[src/hw/rtl/assert_macros.svh]
// Assertion macros shared by the RTL; all sample on clk and are disabled while arst_n is low.
`ifndef ASSERT_MACROS_SVH
`define ASSERT_MACROS_SVH

// Property holds at every clock edge.
`define ASSERT_ALWAYS(label, expr, msg) \
	label: assert property (@(posedge clk) disable iff (!arst_n) (expr)) else $error(msg);

// Consequent holds in the same cycle as the antecedent.
`define ASSERT_IMPLIES(label, ante, cons, msg) \
	label: assert property (@(posedge clk) disable iff (!arst_n) (ante) |-> (cons)) else $error(msg);

// Consequent holds in the cycle after the antecedent.
`define ASSERT_NEXT(label, ante, cons, msg) \
	label: assert property (@(posedge clk) disable iff (!arst_n) (ante) |=> (cons)) else $error(msg);

`endif

[src/hw/rtl/gls_ram.sv]
// Generic single-write, single-read RAM with registered read data.
`timescale 1ns / 1ps

module gls_ram #(
	parameter int WIDTH = 8,
	parameter int DEPTH = 16
) (
	input  logic                                   clk,
	input  logic                                   we,
	input  logic [(DEPTH > 1 ? $clog2(DEPTH) : 1)-1:0] waddr,
	input  logic [WIDTH-1:0]                       wdata,
	input  logic                                   re,
	input  logic [(DEPTH > 1 ? $clog2(DEPTH) : 1)-1:0] raddr,
	output logic [WIDTH-1:0]                       rdata
);

	logic [WIDTH-1:0] mem [DEPTH];

	// read returns the old word on a same-address write
	always_ff @(posedge clk) begin
		if (we) begin
			mem[waddr] <= wdata;
		end
		if (re) begin
			rdata <= mem[raddr];
		end
	end

endmodule

[config.mk]
export PLATFORM = sky130hd
export DESIGN_NAME = gls_ram
export DESIGN_NICKNAME = d
export VERILOG_FILES = /design/src/hw/rtl/assert_macros.svh /design/src/hw/rtl/gls_ram.sv
export SDC_FILE = /design/constraint.sdc
export NUM_CORES = 1
export LEC_CHECK = 0
export BUFFER_PORTS_ARGS = -buffer_cell sky130_fd_sc_hd__buf_2
export CAP_MARGIN = 20
export CORE_ASPECT_RATIO = 0.5
export CORE_MARGIN = 2
export CORE_UTILIZATION = 54
export CTS_BUF_LIST = sky130_fd_sc_hd__clkbuf_8 sky130_fd_sc_hd__clkbuf_16
export CTS_CLUSTER_DIAMETER = 120
export CTS_CLUSTER_SIZE = 30
export DETAILED_ROUTE_END_ITERATION = 10
export HOLD_SLACK_MARGIN = 0.06
export PLACE_DENSITY = 0.83
export SYNTH_ARGS = -nofsm -noshare
export SYNTH_HDL_FRONTEND = slang
export SYNTH_SLANG_ARGS = --single-unit
[constraint.sdc]
create_clock -name clk -period 1.8 [get_ports clk]
set_input_delay 0.18 -clock clk [delete_from_list [all_inputs] [get_ports clk]]
set_output_delay 0.18 -clock clk [all_outputs]
set_load 0.005 [all_outputs]
After elaboration in Yosys (flattened, before gate mapping):

Memory sizes are Yosys's and may differ from the RTL's. A register that Yosys moved wholly into a read port is not among the register bits.
Index checks and enable logic that the tools add are counted.
Widths: inputs -> output; s select.

* register bits: 0
* input bits: 19
* memory bits (writable): 128
* memories kept: 1
* word-level logic and storage cells: 3

Memory list
* mem: depth 16, width 8, rd ports 1, clocked after memory_dff 1, wr ports 1, RTL line gls_ram.sv:17 `logic [WIDTH-1:0] mem [DEPTH];`

* muxes and demuxes: 2

Operators with widths (count)
* $mux 1: 2

Logic depth before layout (Yosys ltp):

Gate-level depths: netlist (run 1).

* depth after elaboration: 2
* depth in mapped cells: 5
* mapped depth without buffers: 3

Worst setup path before layout (run 1):

Ideal clock, no wire load.

* path type: input to register
* start point: input port waddr[2] (netlist name)
* end point: memory mem[0][0], enable pin
* arrival time: 1.290 ns
* path buffers: 0
* setup slack: 0.127 ns
* cell stages on the path: 2
* required time: 1.417 ns
* path through: or3b_2 -> nor3_1

RTL lines
* start: declaration: RTL line gls_ram.sv:10 `input logic [(DEPTH > 1 ? $clog2(DEPTH) : 1)-1:0] waddr,`
* end: declaration: RTL line gls_ram.sv:17

Straight into the memory's write port.

==> reports/results.txt, run 1 <==
Worst-path clk slew: 0.05 ns
Min Tclk post-route: 1.680 ns
TritonRoute pass-1 iters: 5
Area grow syn2layout: 17.33%
Synth top area cells: edfxtp_1 (78%), mux4_2 (7.8%), mux4_1 (7.0%), a22oi_1 (2.3%), nor2_1 (0.93%)
Peak VDD IR: 0.0007175 V
Htree depth: 4
Die Y: 73.57 um
Delay-heaviest family, CP: multiplexers
Layout Nets: 305
CP max-delay cell: mux4_2
Post-DP HPWL: 6.276 mm
Cell variety after synth: 18
Cell depth of the worst hold path: 1
Unrepaired setup endpoints after global routing: false
Share of cells above drive strength 1: 29.29%
Initial drt markers: 353
Most area-hungry cell type in the Yosys netlist: edfxtp_1
TritonCTS Sinks: 136
Via count: 2614
Crit Path Max Fanout: 1
Clk pwr share: 42.8%
Die Width: 143.1 um
DIE AREA: 10530 um2
Core area: 9415 um2
Seq/Total Area, Yosys: 78.12%
CP Capture Type: flip-flop
Congestion Overflow GR: 0
Syn Inst Count: 229
PortBufs: 26
Rows: 25
Crit path DAT: 1.82 ns
GRT Overall Usage: 22.50%
Routed WL per cell: 24.54 um
Routability cong.: 0.7475
Switching pwr: 1331 uW
Mapped Area: 5228 um2
First-pass GRT wire length: 15.79 mm
Worst path cell trace: mux4_2 > a22oi_1 > nand2_1
Highest clock rate: 595.3 MHz
Setup_tns: 0 ns
Int Power: 5535 uW
Vias in the first global route: 2593
Tcrit/Tclk final: 93.32%
Register share of total power: 52.3%
CTS Hold Bufs: 0
Clock Path Buffers: 2
Min-Delay Path Class: in -> reg
Stages on worst setup path: 3
Post-CTS setup buffers: 0
Slew HR: 51.54%
Cts repair resizes: 0
Num CTS Buffers: 17
Switching share of power: 19.39%
Status: complete, no violations
Max-slew violations: 0
Final Hold Fails: 0
Worst Clk Skew: 0.005515 ns
WP data required: 1.94 ns
Cell count of the worst reg-to-reg path: 3
Post-Syn Nets: 248
Antenna Violating Nets Remaining: 0
Routed vias/inst: 6.051
Yosys Warn Count: 0
Max cap viols: 0
DRT Wirelength: 10.60 mm
Avg Cell Area, Syn: 22.83 um2
Initial core utilization: 55.52%
Power share of the combinational group: 4.9%
# DRC: 0
CTS tree: yes
Setup CP Type: reg -> reg
Largest net degree at the start of global routing: 33
IO Count: 27
Final setup fails: 0
Crit path buffers/inverters: 0
Antenna violations before repair: 2
Leakage: 0.002104 uW
Placed cells: 402
Share of the synthesized area in the top cell type: 78.12%
Fin cells: 432
Tightest Pin Transition: 0.7242 ns
CTS root buf: clkbuf_16
Power per cell area: 1119 nW/um2
CP startpoint kind: flip-flop
CP max stage delay: 0.50 ns
Yosys reg bits: 136
Clk_lat worst skew: 0.41 ns
Antenna cells: 0
## metal layers
metal	share of wire (%)	track usage, %	vias to the layer above	wire length, um
li1	-	-	1095	-
met1	41	29.12	1339	4324
met2	49	35.73	156	5145
met3	8.8	8.475	20	934
met4	1.6	8.141	4	172
met5	0.22	0	-	23
## Yosys cell counts
cell and instances:
buf_6 3, buf_4 1, buf_2 3, or3b_2 1, and2b_1 1, nor3_1 4
nand2b_1 2, edfxtp_1 136, clkdlybuf4s25_2 3, mux4_1 14, nand3b_1 2, mux4_2 18
nand2_1 9, nor2_1 13, nor2b_1 1, nand3_1 1, and2_1 1, a22oi_1 16
## worst reg2reg max path, stage by stage, from the launching register on
cell	delay, ns
edfxtp_1	0.41
mux4_2	0.50
a22oi_1	0.38
nand2_1	0.12
## cell usage in the layout (no fill, tap or decap)
master / count
a22oi_1: 16
and2_1: 1
and2b_1: 1
buf_12: 2
buf_2: 26
buf_4: 20
bufinv_16: 1
clkbuf_16: 17
clkinv_1: 4
clkinv_2: 2
edfxtp_1: 136
inv_1: 6
mux4_1: 14
mux4_2: 18
nand2_1: 9
nand2b_1: 2
nand3_1: 1
nand3b_1: 2
nor2_1: 13
nor2b_1: 1
nor3_1: 4
or3b_2: 1
## final timing paths
kind	start	to	slack [ns]
min	re	rdata[5]	0.11
max reg2reg	mem[2][7]	rdata[7]	0.12
min reg2reg	mem[14][4]	rdata[4]	0.75
max	mem[2][7]	rdata[7]	0.12
## cell type report
cell class | count | area (um2)
clock buffer | 17 | 425.4
multi-input combinational | 83 | 1057
timing repair buffer | 48 | 320.3
clock inverter | 13 | 77.57
fill | 568 | 3282
tap | 135 | 168.9
sequential | 136 | 4084
## kinds of logic after synthesis
family	count (synthesis)	share of synthesized area, %
mux	32	14.79
simple gates	35	3.136
buf+inv	10	1.651
compound gates	16	2.298
flops	136	78.12
## state kept, by name (all words and copies together) (netlist names)
signal,flops
mem,128
rdata,8
## power by group through the flow
| stage | Combinational [uW] | Clock, uW | Sequential, uW |
|---|---|---|---|
| after global placement | 314 | 0 | 3650 |
| after detailed placement | 331 | 0 | 3650 |
| after CTS | 336 | 2980 | 3590 |
| after floorplan | 180 | 0 | 3650 |
| final | 336 | 2940 | 3590 |
| after global routing | 360 | 3090 | 3600 |
## metrics by stage
step / util (%) / power [uW] / instance area, um2 / setup slack, ns / hold slack (ns)
2_1_floorplan: - / 3829 / 5228 / 0.1271 / 0.2789
3_3_place_gp: 59.80 / 3961 / 5630 / 0.07396 / 0.5314
3_5_place_dp: 59.80 / 3983 / 5630 / -0.08951 / 0.5435
4_1_cts: 65.14 / 6913 / 6133 / 0.1140 / 0.1159
5_1_grt: 65.14 / 7047 / 6133 / 0.07503 / 0.1153
6_report: 65.14 / 6866 / 6133 / 0.1202 / 0.1142
Note: power is estimated with default switching activity, not from simulation.
==> run 2, diff against run 1 <==
CORE_UTILIZATION = 55   (was 54)
PLACE_DENSITY = 0.82   (was 0.83)
clock period = 1.92 ns   (was 1.8 ns; I/O delays follow)
==> run 2 against run 1 <==
Net effect: register-to-register slack improved by 0.09 ns; die area decreased by 1.7%; sequential share of layout area decreased by 1.1 points; clock power increased by 18%; via count increased by 5.0%; sequential power decreased by 6.1%; critical path type unchanged; largest cell class unchanged; highest routed layer is now met4.
==> reports/results.txt, run 2 (synthesized netlist as in run 1, its figures left out) <==
Die Y: 72.94 um (-0.86%)
End point of the critical path: rdata[2]
GRT Overall Usage: 25.45% (+3.0 points)
Final setup fails: 0 (unchanged)
Max-slew violations: 0 (unchanged)
Routed vias/inst: 6.551 (+8.3%)
CTS root buf: clkbuf_16
Crit Path Max Fanout: 1 (unchanged)
Fill count: 538 (-5.3%)
Area grow syn2layout: 19.36%
# DRC: 0 (unchanged)
DRT Wirelength: 11.92 mm (+12%)
Setup_tns: 0 ns (unchanged)
Post-CTS setup buffers: 0 (unchanged)
Antenna Violating Nets Remaining: 0 (unchanged)
TritonCTS Sinks: 136 (unchanged)
Register bank with the most flops: mem
Antenna cells: 0 (unchanged)
Leakage: 0.002136 uW (+1.6%)
Routed WL per cell: 28.45 um (+16%)
Post-DP HPWL: 6.608 mm (+5.3%)
TritonRoute pass-1 iters: 5 (unchanged)
IO Count: 27 (unchanged)
Cts repair resizes: 0 (unchanged)
Clk_lat worst skew: 0.41 ns (about the same)
Rows: 25 (unchanged)
Largest register FFs: 128 (unchanged)
Reg2reg end: rdata[2]
Unrepaired setup endpoints after global routing: false
Largest net degree at the start of global routing: 17 (-48%)
Num CTS Buffers: 17 (unchanged)
Final instance area: 6240 um2 (+1.7%)
CTS tree: yes
Via count: 2745 (+5.0%)
Vias in the first global route: 2731 (+5.3%)
Top Registers: mem: 128 flops, rdata: 8 flops
First-pass GRT wire length: 17.77 mm (+13%)
CP startpoint kind: flip-flop
Final Hold Fails: 0 (unchanged)
WP data required: 2.06 ns (+0.12 ns)
CP Capture Type: flip-flop
Crit path DAT: 1.85 ns (+0.03 ns)
Initial drt markers: 314 (-11%)
Peak VDD IR: 0.0005619 V (-22%)
Commonest non-fill, non-tap cell in the layout: edfxtp_1
Antenna violations before repair: 0 (-2)
Initial core utilization: 55.89% (+0.37 points)
CTS Hold Bufs: 0 (unchanged)
Worst Clk Skew: 0.01031 ns (+0.004792 ns)
Reg2reg setup slack: 0.21 ns (+0.09 ns)
Routability cong.: 0.7651 (+2.4%)
Tightest Pin Transition: 0.7349 ns (+0.01073 ns)
Min-Delay Path Class: in -> reg
Most frequent cells in the layout: edfxtp_1 (136), buf_2 (26), buf_4 (19)
Slew HR: 50.82% (-0.72 points)
DIE AREA: 10350 um2 (-1.7%)
Clock Path Buffers: 2 (unchanged)
Layout Nets: 304 (-0.33%)
Highest clock rate: 583.9 MHz (-1.9%)
DP Area: 5605 um2 (-0.44%)
PortBufs: 26 (unchanged)
Die Width: 141.9 um (-0.89%)
Final cell utilization of the core: 66.72% (+1.6 points)
Min Tclk post-route: 1.713 ns (+0.03285 ns)
Final Power: 7181 uW (+4.6%)
Tcrit/Tclk final: 89.20% (-4.1 points)
Core area: 9353 um2 (-0.66%)
Worst-path clk slew: 0.06 ns (about the same)
Critical R2R Launch: mem[1][2]
Share of cells above drive strength 1: 32.21% (+2.9 points)
Cell count of the worst reg-to-reg path: 3 (unchanged)
Power per cell area: 1151 nW/um2 (+2.8%)
CP Launch Point: mem[1][2]
Max cap viols: 0 (unchanged)
Congestion Overflow GR: 0 (unchanged)
Htree depth: 4 (unchanged)
Status: complete, no violations
Setup CP Type: reg -> reg
[run 2: changes by cell type in the layout (fill, tap and decap cells not counted)]
cell,change
clkinv_4,+1
clkinv_1,-3
bufinv_16,+4
buf_4,-1
clkinvlp_4,+3
inv_1,-5
clkinv_2,+2
[run 2: power breakdown]
| group | switching, uW | leakage, uW | internal [uW] |
|---|---|---|---|
| clock network | 1200 | 0.000307 | 2280 |
| registers | 23.0 | 0.00124 | 3350 |
| logic | 196 | 0.000593 | 133 |
[run 2: area by class of cell]
class	count	area, um2	area share, %
Sequential cell	136	4084	65.45
Multi-Input combinational cell	83	1057	16.94
Clock inverter	15	209.0	3.349
Tap cell	121	151.4	2.426
Clock buffer	17	425.4	6.818
Timing Repair Buffer	47	312.8	5.013
[run 2: worst max-delay path, stage by stage (launching register included)]
cell	delay, ns
edfxtp_1	0.40
mux4_1	0.57
a22oi_1	0.35
nand2_1	0.12
[run 2: worst min-delay path by stage]
stage / startpoint / end / slack, ns / cells past startpoint
6_report: re / rdata[7] / 0.17 / 1
2_1_floorplan: wdata[0] / mem[0][0] / 0.29 / 0
4_1_cts: wdata[2] / mem[14][2] / 0.16 / 1
3_3_place_gp: wdata[2] / mem[5][2] / 0.57 / 1
5_1_grt: re / rdata[0] / 0.16 / 1
3_5_place_dp: re / rdata[5] / 0.59 / 1
[run 2: per-stage QoR]
stage	instances	setup slack [ns]	hold WS [ns]
5_1_grt	419	0.1876	0.1577
6_report	419	0.2074	0.1748
4_1_cts	419	0.2320	0.1592
2_1_floorplan	229	0.2351	0.2909
3_3_place_gp	387	0.1744	0.5721
3_5_place_dp	387	0.09689	0.5911
[run 2: metal layers]
layer	vias up	routed length [um]	global-route usage, %	share of wire, %
met5	-	0	0	0
met4	0	399	11.33	3.3
met3	44	1363	9.055	11
met2	238	5625	38.19	47
met1	1368	4533	34.52	38
li1	1095	-	-	-
